### config.mk
export PLATFORM = sky130hd
export DESIGN_NAME = cmos_rtc_register_file_unit
export DESIGN_NICKNAME = d
export VERILOG_FILES = /design/src/sv/crtc_pkg.sv /design/src/sv/crtc_ram.sv /design/src/sv/crtc_store.sv /design/src/sv/cmos_rtc_register_file_unit.sv
export SDC_FILE = /design/constraint.sdc
export NUM_CORES = 2
export LEC_CHECK = 0
export BUFFER_PORTS_ARGS = -buffer_cell sky130_fd_sc_hd__buf_2
export CAP_MARGIN = 25
export CORE_MARGIN = 2
export CORE_UTILIZATION = 55
export DETAILED_ROUTE_END_ITERATION = 12
export PLACE_DENSITY_LB_ADDON = 0.12
export SYNTH_ARGS = -nofsm -noshare
export SYNTH_HDL_FRONTEND = slang
export SYNTH_SLANG_ARGS = --single-unit
### constraint.sdc
create_clock -name clk_i -period 6.1 [get_ports clk_i]
set_clock_uncertainty 0.2 [all_clocks]
set_input_delay 0.915 -clock clk_i [delete_from_list [all_inputs] [get_ports clk_i]]
set_output_delay 0.915 -clock clk_i [all_outputs]
set_load 0.01 [all_outputs]
### src/sv/crtc_pkg.sv
// shared types, register map and helpers for the rtc register file
package crtc_pkg;

  // request type codes
  localparam logic [1:0] ReqRead  = 2'd0;
  localparam logic [1:0] ReqWrite = 2'd1;
  localparam logic [1:0] ReqTick  = 2'd2;

  // i/o port addresses
  localparam logic [15:0] PortIndex = 16'h0070;
  localparam logic [15:0] PortData  = 16'h0071;
  localparam logic [15:0] PortExt   = 16'h003F;

  // register map
  localparam logic [6:0] RegSec     = 7'h00;
  localparam logic [6:0] RegMin     = 7'h02;
  localparam logic [6:0] RegHour    = 7'h04;
  localparam logic [6:0] RegWday    = 7'h06;
  localparam logic [6:0] RegDay     = 7'h07;
  localparam logic [6:0] RegMon     = 7'h08;
  localparam logic [6:0] RegYear    = 7'h09;
  localparam logic [6:0] RegA       = 7'h0A;
  localparam logic [6:0] RegB       = 7'h0B;
  localparam logic [6:0] RegC       = 7'h0C;
  localparam logic [6:0] RegD       = 7'h0D;
  localparam logic [6:0] RegExtAddr = 7'h3D;
  localparam logic [6:0] RegExtData = 7'h3F;

  // data constants
  localparam logic [7:0] IrqFlags = 8'hC0;
  localparam logic [7:0] ValidRam = 8'h80;
  localparam logic [7:0] IdleByte = 8'hFF;
  localparam logic [6:0] IndexMask = 7'h7F;
  localparam logic [3:0] RateMask  = 4'hF;

  // one access to a store
  typedef struct packed {
    logic       re;
    logic       we;
    logic [6:0] addr;
    logic [7:0] wdata;
  } crtc_req_t;

  // bcd of a value below 100, tens by reciprocal multiply
  function automatic logic [7:0] crtc_bcd(input logic [6:0] v);
    logic [14:0] prod;
    logic [3:0]  tens;
    logic [6:0]  ones;
    prod = 15'(v) * 15'd205;
    tens = prod[14:11];
    ones = v - 7'(tens) * 7'd10;
    return {tens, ones[3:0]};
  endfunction

endpackage

### src/sv/crtc_ram.sv
// generic single-port ram with registered read
module crtc_ram #(
  parameter int WIDTH = 8,
  parameter int DEPTH = 128
) (
  input  logic                     clk_i,
  input  logic                     en_i,
  input  logic                     we_i,
  input  logic [$clog2(DEPTH)-1:0] addr_i,
  input  logic [WIDTH-1:0]         wdata_i,
  output logic [WIDTH-1:0]         rdata_o
);

  logic [WIDTH-1:0] mem_q [DEPTH];
  logic [WIDTH-1:0] rdata_q;

  always_ff @(posedge clk_i) begin
    if (en_i) begin
      if (we_i) begin
        mem_q[addr_i] <= wdata_i;
      end
      rdata_q <= mem_q[addr_i];
    end
  end

  assign rdata_o = rdata_q;

endmodule

### src/sv/crtc_store.sv
// byte store cleared at reset: ram plus per-entry valid bits
module crtc_store
  import crtc_pkg::*;
#(
  parameter int STORE_DEPTH = 128
) (
  input  logic      clk_i,
  input  logic      rst_ni,
  input  crtc_req_t req_i,
  output logic [7:0] rdata_o
);

  localparam int AW = $clog2(STORE_DEPTH);

  logic [STORE_DEPTH-1:0] valid_q;
  logic                   rvalid_q;
  logic [7:0]             ram_rdata;
  logic [AW-1:0]          addr;

  assign addr = req_i.addr[AW-1:0];

  crtc_ram #(
    .WIDTH(8),
    .DEPTH(STORE_DEPTH)
  ) u_ram (
    .clk_i  (clk_i),
    .en_i   (req_i.re | req_i.we),
    .we_i   (req_i.we),
    .addr_i (addr),
    .wdata_i(req_i.wdata),
    .rdata_o(ram_rdata)
  );

  always_ff @(posedge clk_i or negedge rst_ni) begin
    if (!rst_ni) begin
      valid_q  <= '0;
      rvalid_q <= 1'b0;
    end else begin
      if (req_i.we) begin
        valid_q[addr] <= 1'b1;
      end
      if (req_i.re) begin
        rvalid_q <= valid_q[addr];
      end
    end
  end

  // never-written entries read as their reset value
  assign rdata_o = rvalid_q ? ram_rdata : 8'h00;

endmodule

### src/sv/cmos_rtc_register_file_unit.sv
// rtc cmos register file top level: access sequencer around two byte stores
// Each item raised on start while busy is low produces exactly one result beat on
// result_valid_o, one cycle wide; the receiver cannot hold it off. Index writes,
// data and extended writes, unmapped accesses and unknown request types leave
// busy low, with the result in the following cycle. A mapped data-port read
// passes through the read state, because the main store ram has a registered
// read. A tick is accepted and then works through the tick steps, because the main
// store has one write port and the interrupt flags plus seven time registers are
// written one per cycle. Both stores come out of reset all zero with no clearing
// pass.
module cmos_rtc_register_file_unit
  import crtc_pkg::*;
#(
  parameter int STORE_DEPTH = 128
) (
  input  logic        clk_i,
  input  logic        rst_ni,
  input  logic        start,
  output logic        busy,
  input  logic [1:0]  req_type_i,
  input  logic [15:0] port_addr_i,
  input  logic [7:0]  write_data_i,
  input  logic [5:0]  now_seconds_i,
  input  logic [5:0]  now_minutes_i,
  input  logic [4:0]  now_hours_i,
  input  logic [2:0]  now_weekday_i,
  input  logic [4:0]  now_day_i,
  input  logic [3:0]  now_month_i,
  input  logic [13:0] now_year_i,
  input  logic [9:0]  now_millis_i,
  output logic        result_valid_o,
  output logic [7:0]  read_data_o,
  output logic        irq_pulse_o,
  output logic        rate_changed_o,
  output logic [3:0]  rate_select_o
);

  localparam logic [7:0] DepthLim = 8'(STORE_DEPTH);

  typedef enum logic [1:0] {
    StIdle,
    StRead,
    StTick
  } state_e;

  state_e      state_q;
  logic [2:0]  step_q;
  logic [6:0]  reg_index_q;
  logic [3:0]  rate_q;
  logic [1:0]  b_flags_q;   // register b bits 7 and 6
  logic [6:0]  ext_addr_q;  // register 0x3d masked
  logic        valid_q;
  logic [7:0]  rdata_q;
  logic        irq_q;
  logic        rchg_q;

  // tick payload
  logic [5:0]  sec_q;
  logic [5:0]  min_q;
  logic [4:0]  hour_q;
  logic [2:0]  wday_q;
  logic [4:0]  day_q;
  logic [3:0]  mon_q;
  logic [13:0] year_q;
  logic [7:0]  yquot_q;
  logic [6:0]  yrem_q;
  logic        uip_q;
  logic        irq_en_q;
  logic        set_q;

  crtc_req_t   main_req;
  crtc_req_t   ext_req;
  logic [7:0]  main_rdata;
  logic [7:0]  ext_rdata;

  logic        accept;
  logic        idx_ok;
  logic        ext_ok;
  logic        is_data;
  logic        is_read;
  logic        is_write;
  logic [6:0]  tick_addr;
  logic [7:0]  tick_data;
  logic [7:0]  read_byte;
  logic [27:0] yprod;

  assign accept   = start && (state_q == StIdle);
  assign idx_ok   = {1'b0, reg_index_q} < DepthLim;
  assign ext_ok   = {1'b0, ext_addr_q} < DepthLim;
  assign is_data  = port_addr_i == PortData;
  assign is_read  = req_type_i == ReqRead;
  assign is_write = req_type_i == ReqWrite;
  assign yprod    = 28'(year_q) * 28'd10486;

  // time register for each tick step
  always_comb begin
    tick_addr = RegSec;
    tick_data = 8'h00;
    case (step_q)
      3'd1: begin tick_addr = RegSec;  tick_data = crtc_bcd(7'(sec_q));  end
      3'd2: begin tick_addr = RegMin;  tick_data = crtc_bcd(7'(min_q));  end
      3'd3: begin tick_addr = RegHour; tick_data = crtc_bcd(7'(hour_q)); end
      3'd4: begin tick_addr = RegWday; tick_data = crtc_bcd(7'(wday_q)); end
      3'd5: begin tick_addr = RegDay;  tick_data = crtc_bcd(7'(day_q));  end
      3'd6: begin tick_addr = RegMon;  tick_data = crtc_bcd(7'(mon_q));  end
      3'd7: begin tick_addr = RegYear; tick_data = crtc_bcd(yrem_q);     end
      default: begin tick_addr = RegSec; tick_data = 8'h00; end
    endcase
  end

  // byte returned by a mapped data-port read
  always_comb begin
    case (reg_index_q)
      RegA:       read_byte = {uip_q, main_rdata[6:0]};
      RegD:       read_byte = (main_rdata == 8'h00) ? ValidRam : main_rdata;
      RegExtData: read_byte = ext_ok ? ext_rdata : IdleByte;
      default:    read_byte = main_rdata;
    endcase
  end

  // store access muxing
  always_comb begin
    main_req = '0;
    ext_req  = '0;
    unique case (state_q)
      StIdle: begin
        if (accept && is_data && idx_ok) begin
          main_req.addr  = reg_index_q;
          main_req.wdata = write_data_i;
          main_req.we    = is_write;
          main_req.re    = is_read;
        end
        if (accept && ext_ok) begin
          ext_req.addr  = ext_addr_q;
          ext_req.wdata = write_data_i;
          ext_req.we    = is_write && (port_addr_i == PortExt);
          ext_req.re    = is_read && is_data && idx_ok && (reg_index_q == RegExtData);
        end
      end
      StRead: begin
        if (reg_index_q == RegC) begin
          main_req.we    = 1'b1;
          main_req.addr  = RegC;
          main_req.wdata = 8'h00;
        end else if (reg_index_q == RegD && main_rdata == 8'h00) begin
          main_req.we    = 1'b1;
          main_req.addr  = RegD;
          main_req.wdata = ValidRam;
        end
      end
      StTick: begin
        if (step_q == 3'd0) begin
          main_req.we    = irq_en_q;
          main_req.addr  = RegC;
          main_req.wdata = IrqFlags;
        end else begin
          main_req.we    = !set_q;
          main_req.addr  = tick_addr;
          main_req.wdata = tick_data;
        end
      end
      default: begin
        main_req = '0;
        ext_req  = '0;
      end
    endcase
  end

  crtc_store #(
    .STORE_DEPTH(STORE_DEPTH)
  ) u_main (
    .clk_i  (clk_i),
    .rst_ni (rst_ni),
    .req_i  (main_req),
    .rdata_o(main_rdata)
  );

  crtc_store #(
    .STORE_DEPTH(STORE_DEPTH)
  ) u_ext (
    .clk_i  (clk_i),
    .rst_ni (rst_ni),
    .req_i  (ext_req),
    .rdata_o(ext_rdata)
  );

  always_ff @(posedge clk_i or negedge rst_ni) begin
    if (!rst_ni) begin
      state_q     <= StIdle;
      step_q      <= 3'd0;
      reg_index_q <= 7'h00;
      rate_q      <= 4'h0;
      b_flags_q   <= 2'b00;
      ext_addr_q  <= 7'h00;
      valid_q     <= 1'b0;
      rdata_q     <= IdleByte;
      irq_q       <= 1'b0;
      rchg_q      <= 1'b0;
    end else begin
      unique case (state_q)
        StIdle: begin
          // items that leave busy low answer right away, reads and ticks answer later
          valid_q <= accept && (req_type_i != ReqTick) && !(is_read && is_data && idx_ok);
          if (accept) begin
            rdata_q <= IdleByte;
            irq_q   <= 1'b0;
            rchg_q  <= is_write && is_data && idx_ok && (reg_index_q == RegA);
            if (req_type_i == ReqTick) begin
              state_q <= StTick;
              step_q  <= 3'd0;
            end else if (is_read && is_data && idx_ok) begin
              state_q <= StRead;
            end else begin
              if (is_write && port_addr_i == PortIndex) begin
                reg_index_q <= write_data_i[6:0] & IndexMask;
              end
              // shadows of the registers the sequencer needs without a read
              if (is_write && is_data && idx_ok) begin
                if (reg_index_q == RegA) begin
                  rate_q <= write_data_i[3:0] & RateMask;
                end
                if (reg_index_q == RegB) begin
                  b_flags_q <= write_data_i[7:6];
                end
                if (reg_index_q == RegExtAddr) begin
                  ext_addr_q <= write_data_i[6:0] & IndexMask;
                end
              end
            end
          end
        end
        StRead: begin
          valid_q <= 1'b1;
          rdata_q <= read_byte;
          state_q <= StIdle;
        end
        StTick: begin
          step_q  <= step_q + 3'd1;
          valid_q <= step_q == 3'd7;
          if (step_q == 3'd7) begin
            irq_q   <= irq_en_q;
            state_q <= StIdle;
          end
        end
        default: begin
          valid_q <= 1'b0;
          state_q <= StIdle;
        end
      endcase
    end
  end

  // item payload and year mod 100, worked over the first tick steps
  always_ff @(posedge clk_i) begin
    if (accept) begin
      sec_q    <= now_seconds_i;
      min_q    <= now_minutes_i;
      hour_q   <= now_hours_i;
      wday_q   <= now_weekday_i;
      day_q    <= now_day_i;
      mon_q    <= now_month_i;
      year_q   <= now_year_i;
      uip_q    <= now_millis_i < 10'd10;
      irq_en_q <= b_flags_q[0];
      set_q    <= b_flags_q[1];
    end
    if (state_q == StTick && step_q == 3'd0) begin
      yquot_q <= yprod[27:20];
    end
    if (state_q == StTick && step_q == 3'd1) begin
      yrem_q <= 7'(year_q - 14'(yquot_q) * 14'd100);
    end
  end

  assign busy           = state_q != StIdle;
  assign result_valid_o = valid_q;
  assign read_data_o    = rdata_q;
  assign irq_pulse_o    = irq_q;
  assign rate_changed_o = rchg_q;
  assign rate_select_o  = rate_q;

endmodule

# Yosys cells after proc, flatten, opt, wreduce, memory -nomap -nowiden
# Memories as Yosys holds them, arrays and structs flattened. A register that Yosys moved wholly into a read port is not among the register bits.
# Cells that the tools add are included.
# word_totals
register_bits	355
mem_bits_rw	2048
in_bits	82
wordCells	161
memories	2
# classes
addsub	8
multipliers	14
order_cmp	5
eq_ne	25
mux	42
n_bitwise	6
reduce_logical	33
# memory_table
name	depth	word_bits	rd	rd_clocked_by_memory_dff	wr	line_no	rtl
u_ext.u_ram.mem_q	128	8	1	1	1	crtc_ram.sv:14	logic [WIDTH-1:0] mem_q [DEPTH];
u_main.u_ram.mem_q	128	8	1	1	1	crtc_ram.sv:14	
# op_table
op	count
$or A128 B128 Y128	2
$pmux W8 S7	1
$mux W17	3
$mux W16	3
$pmux W16 S3	1
$eq A16 B7 Y1 const B	2
$mux W8	4
$eq A7 B4 Y1 const B	4
$mul A6 B8 Y14 const B	2
$mul A14 B13 Y27 const B	1
$mul A5 B8 Y13 const B	2
$pmux W4 S6	1
$pmux W8 S3	1
$sub A4 B4 Y4	6
$reduce_and A6 Y1	3
$eq A16 B6 Y1 const B	1
$lt A7 B8 Y1 const B	2
$pmux W8 S2	1
$logic_and A1 B1 Y1	15
$mul A7 B8 Y15 const B	1
$bmux W1 S7	2
$demux W1 S7	2
$eq A7 B6 Y1 const B	2
$ge A7 B1 Y1 const B	2
34 further kinds	69

# Longest topological paths before layout
# depth
ltp_word	11
ltp_mapped	21
ltp_nobuf	21

# By module
# Synthesis repeated with hierarchy kept, for this count alone.
# hier_totals
hier_cells	6974
hier_area_um2	103277.8
# by_module_without_submodules
module	n_inst	cells_per_inst	area_per_inst_um2
crtc_ram	2	2464	40293.6
cmos_rtc_register_file_unit	1	1055	11018.1
crtc_store (u_ext)	1	502	5918.2
crtc_store (u_main)	1	489	5754.3

# Worst setup path after synthesis
# Ideal clock, no wire load.
# synth_path
kind	reg2reg
start	register yrem_q[4]
end	memory u_main.u_ram.mem_q[0][3] (data pin)
setup_time_ps	533
arrival_time_ps	5875
path_slack_ps	-508
stages_incl_launch_ff	20
n_path_buf	0
synth_period_minus_slack_ps	6608
cell_sequence	edfxtp_1 ha_1 ha_1 fa_1 inv_1 fa_1 inv_1 ha_1 a31o_2 a21oi_1 o21ai_0 o21a_1 nor2_1 xnor2_1 fa_1 xor2_1 xnor2_1 xnor2_1 a221o_1 a22o_1
# synth_lines
element	line_no	rtl
start: declaration	cmos_rtc_register_file_unit.sv:66	logic [6:0] yrem_q;
start signal: assignment	cmos_rtc_register_file_unit.sv:271	yrem_q <= 7'(year_q - 14'(yquot_q) * 14'd100);
end: declaration	crtc_ram.sv:14	

# Final worst setup path
# layout_path
start	register yrem_q[6]
end	memory u_main.u_ram.mem_q[91][3] (data pin)
# layout_between
elab_chain_len	6
# layout_lines
element	line_no	rtl
$mul A7 B8 Y15	crtc_pkg.sv:49	prod = 15'(v) * 15'd205;
$mul A4 B3 Y3	crtc_pkg.sv:51	ones = v - 7'(tens) * 7'd10;
$sub A4 B4 Y4	crtc_pkg.sv:51	
$pmux W8 S7	cmos_rtc_register_file_unit.sv:99	case (step_q)
$mux W16	cmos_rtc_register_file_unit.sv:152	if (step_q == 3'd0) begin
$pmux W16 S3	cmos_rtc_register_file_unit.sv:125	unique case (state_q)
# Every way passes these cells.

==> flow_summary.toml <==
[global_routing]
grt_pass1_vias = 63284
track_usage = 0.329
grt_max_degree = 129
antenna_found_initial = 3
grt_pass1_wl_microns = 444000
overflow = 0

[clock_tree]
cts_buffers = 234
cts_tree = "done"
path_clk_slew_ns = 0.06
cts_root_buf = "clkbuf_16"
cts_max_path_buffers = 3
clock_latency_ns = 0.89
ctsHtreeMaxLevel = 4
clkSinkCount = 2416

[timing]
fmax_ghz = 0.171
worstMarginPinSlew_ns = 1.39
min_period_ns = 5.85
final-hold-violation-count = 0
max-slew-margin-rel = 0.0688
finalMaxSlewViolations = 0
setup_slack_ns = 0.247
fin_crit_sh = 0.960
setup_tns_ns = 0
setup_violations = 0
rsz0062_at_grt = "no"

[placed_design]
dp.cells = 9522
io_buffer_count = 96
dpl_cell_area_sq_um = 107000
finalWeightedCongestion = 0.962
place_ws_ns = 0.227
post-dp-hpwl_microns = 194000

[floorplan]
rows = 157
start_util = 0.552
fp.coreArea_sq_um = 183000
die_width_microns = 432
die_h_microns = 432
dieArea_sq_um = 187000
ioPinCount = 98

[finish]
finalNonFillerCells = 10015
drive_gt1_frac = 0.181
fill_cells = 13438
final_cell_mix = "2122 x edfxtp_1, 677 x nand2_1, 448 x a21oi_1"
final_area_sq_um = 115000
ff_latch_area_sq_um = 71100
diodes = 0
layout_commonest_cell = "edfxtp_1"
area_growth_pct = 14.4
multi_input_area_sq_um = 27700
layout.nets = 7839

[setup_path]
crit_chain = "ha_1 > ha_1 > fa_1 > inv_1 > fa_1 > inv_1 > ha_1 > a31o_2 > a21oi_1 > o21ai_1 > o21a_1 > nor2_1 > ha_1 > fa_1 > xor2_1 > xnor2_1 > xnor2_1 > a221o_2 > buf_12 > a22o_2 > buf_4"
crit_required_ns = 6.52
critical-path-max-stage-delay_ns = 0.51
path_class = "reg -> reg"
critPathMostFrequentCell = "ha_1"
endpoint_kind = "register"
r2r_slack_ns = 0.25
ff2ff_path_depth = 21
arrival_ns = 6.27
rr_endpoint = "u_main.u_ram.mem_q[91][3]"
r2r-start = "yrem_q[6]"
crit_fanout = 9
slowest_stage = "fa_1"
cp-start-kind = "register"

[min_path]
min_from = "now_minutes_i[5]"
hold_depth = 1
hold_class = "in -> reg"
whs_endpoint = "min_q[5]"

[synthesis]
yosysWarnings = 0
synth_ff_type = "edfxtp_1"
syn-num-nets = 7375
synth_cells = 6957
ys_top_cells_by_area = "edfxtp_1 63%, dfrtp_1 7.1%, mux2i_1 3.3%, ha_1 3.0%, nand2_1 2.5%"
synth_cell_types = 89
synth-seq-cells = 2416
netlist_area_sq_um = 101000
synth_edf_count = 2122
syn_avg_cell_area_sq_um = 14.5
yosysTopAreaCell = "edfxtp_1"
synth_top_area_frac = 0.632
ys_seq_area_frac = 0.705
synth-async-reset-ratio = 0.122

[power]
switching_share = 0.330
total_power_w = 0.0491
power.share.clock = 0.295
peakVddDrop_v = 0.000477
switchingPower_w = 0.0162
internal_power_w = 0.0329
power_leakage_nw = 42.2
seqPwrFrac = 0.406
pwr-share-comb = 0.299
powerDensity_nw_per_um2 = 426

[drt]
detail-route-antenna-nets = 0
vias = 64604
dr.pass1.iters = 9
via_per_inst = 6.45
wl_per_cell_microns = 30.8
wl_microns = 309000
drt_iter0_drc = 8885
drcViolationCount = 0

[run_status]
status = "completed"

[run]
max_cap_viol_count = 0
[how the worst max path moves through the flow]
stage	endpoint	cells after the start	slack, ns	from
after floorplan	u_main.u_ram.mem_q[0][1]	16	0.02	yrem_q[4]
after global placement	u_main.u_ram.mem_q[59][3]	20	0.15	yrem_q[6]
after detailed placement	u_main.u_ram.mem_q[59][3]	20	0.23	yrem_q[6]
after CTS	u_main.u_ram.mem_q[45][3]	20	0.16	yrem_q[6]
after global routing	u_main.u_ram.mem_q[91][3]	21	0.003	yrem_q[6]
final	u_main.u_ram.mem_q[91][3]	21	0.25	yrem_q[6]
[metrics by stage]
| stage | hold slack [ns] | util |
|---|---|---|
| 4_1_cts | 0.00226 | 0.630 |
| 6_report | 0.0539 | 0.631 |
| 3_3_place_gp | 0.228 | 0.586 |
| 3_5_place_dp | 0.231 | 0.587 |
| 5_1_grt | 0.0201 | 0.631 |
| 2_1_floorplan | 0.221 | - |
[sequential cells by signal, summed over array words and instances, names as in the netlist, 6 cells and up]
signal,count
ext_addr_q,7
min_q,6
read_data_o,8
reg_index_q,7
sec_q,6
u_ext.u_ram.mem_q,1024
u_ext.u_ram.rdata_o,8
u_ext.valid_q,128
u_main.u_ram.mem_q,1024
u_main.u_ram.rdata_o,8
u_main.valid_q,128
year_q,14
yrem_q,7
[synth_stat cells, drive strengths merged, types with 7 or more instances]
master and count:
edfxtp 2122, nand2 681, a21oi 450, nor2 418, mux2i 333, dfrtp 286, or2 267, ha 244
inv 236, clkbuf 209, o21ai 194, buf 164, a221oi 143, o22ai 134, mux2 118, a22oi 117
fa 92, a222oi 73, nand3 65, nor3 59, a31oi 48, a22o 46, a221o 38, a211oi 36
xnor2 36, o211ai 34, o221ai 27, nor2b 24, and3 20, nor4 19, and2 18, a21o 17
a2111oi 16, nand4 12, o2111ai 10, o22a 10, xor2 10, nand2b 9, o21a 9, a211o 8
dfstp 8, o31ai 8, a311oi 7, o311ai 7
[cell type report]
type | count | share of cell area
clock buffers | 330 | 0.0580
clock inverters | 115 | 0.00857
inverters | 236 | 0.00771
multi-input cells | 3934 | 0.240
flip-flops and latches | 2416 | 0.617
well taps | 2385 | 0.0259
repair buffers | 599 | 0.0432
[worst max-delay path, delay by kind of cell, from the launching register on]
family                   cells  cell delay [ns]
AND/OR/NAND/NOR              1             0.27
flip-flops                   1             0.44
AO/OA/AOI/OAI                6             1.50
adder cells (fa/ha/maj)      7             2.27
buffers and inverters        4             0.46
XOR/XNOR                     3             0.43
[power by group through the flow]
stage	combinational, W	clock, W	sequential, W
5_1_grt	0.0159	0.0152	0.0200
6_report	0.0147	0.0145	0.0200
4_1_cts	0.0144	0.0146	0.0200
3_5_place_dp	0.0143	0	0.0203
2_1_floorplan	0.00827	0	0.0203
3_3_place_gp	0.0140	0	0.0203
[cells by family (layout without fill, tap and decap cells)]
kind of cell,after synthesis,in the layout,share of synthesized area
AOI/OAI and AO/OA,1484,1486,0.0994
xor gates and xnor gates,46,46,0.00400
adders and majority gates,336,336,0.0485
buffers and inverters,609,1280,0.0241
DFF,2416,2416,0.705
muxes,453,453,0.0467
and+or+nand+nor,1613,1613,0.0721
[per-layer routing]
| metal | vias to the layer above | GRT usage | wire, microns |
|---|---|---|---|
| met5 | - | 0 | 10 |
| met4 | 2 | 0.154 | 16600 |
| met3 | 759 | 0.0588 | 31300 |
| met2 | 3902 | 0.518 | 143000 |
| met1 | 32527 | 0.447 | 117000 |
| li1 | 27414 | - | - |
[repair_timing]
item | in CTS | in global routing
endpoints found under the setup margin | 0 | 115
buffers inserted | 0 | 4
gates resized for setup | 0 | 3
hold endpoints to repair | 116 | 0
hold buffers | 35 | 0
Power figures use the tool's default switching activity.
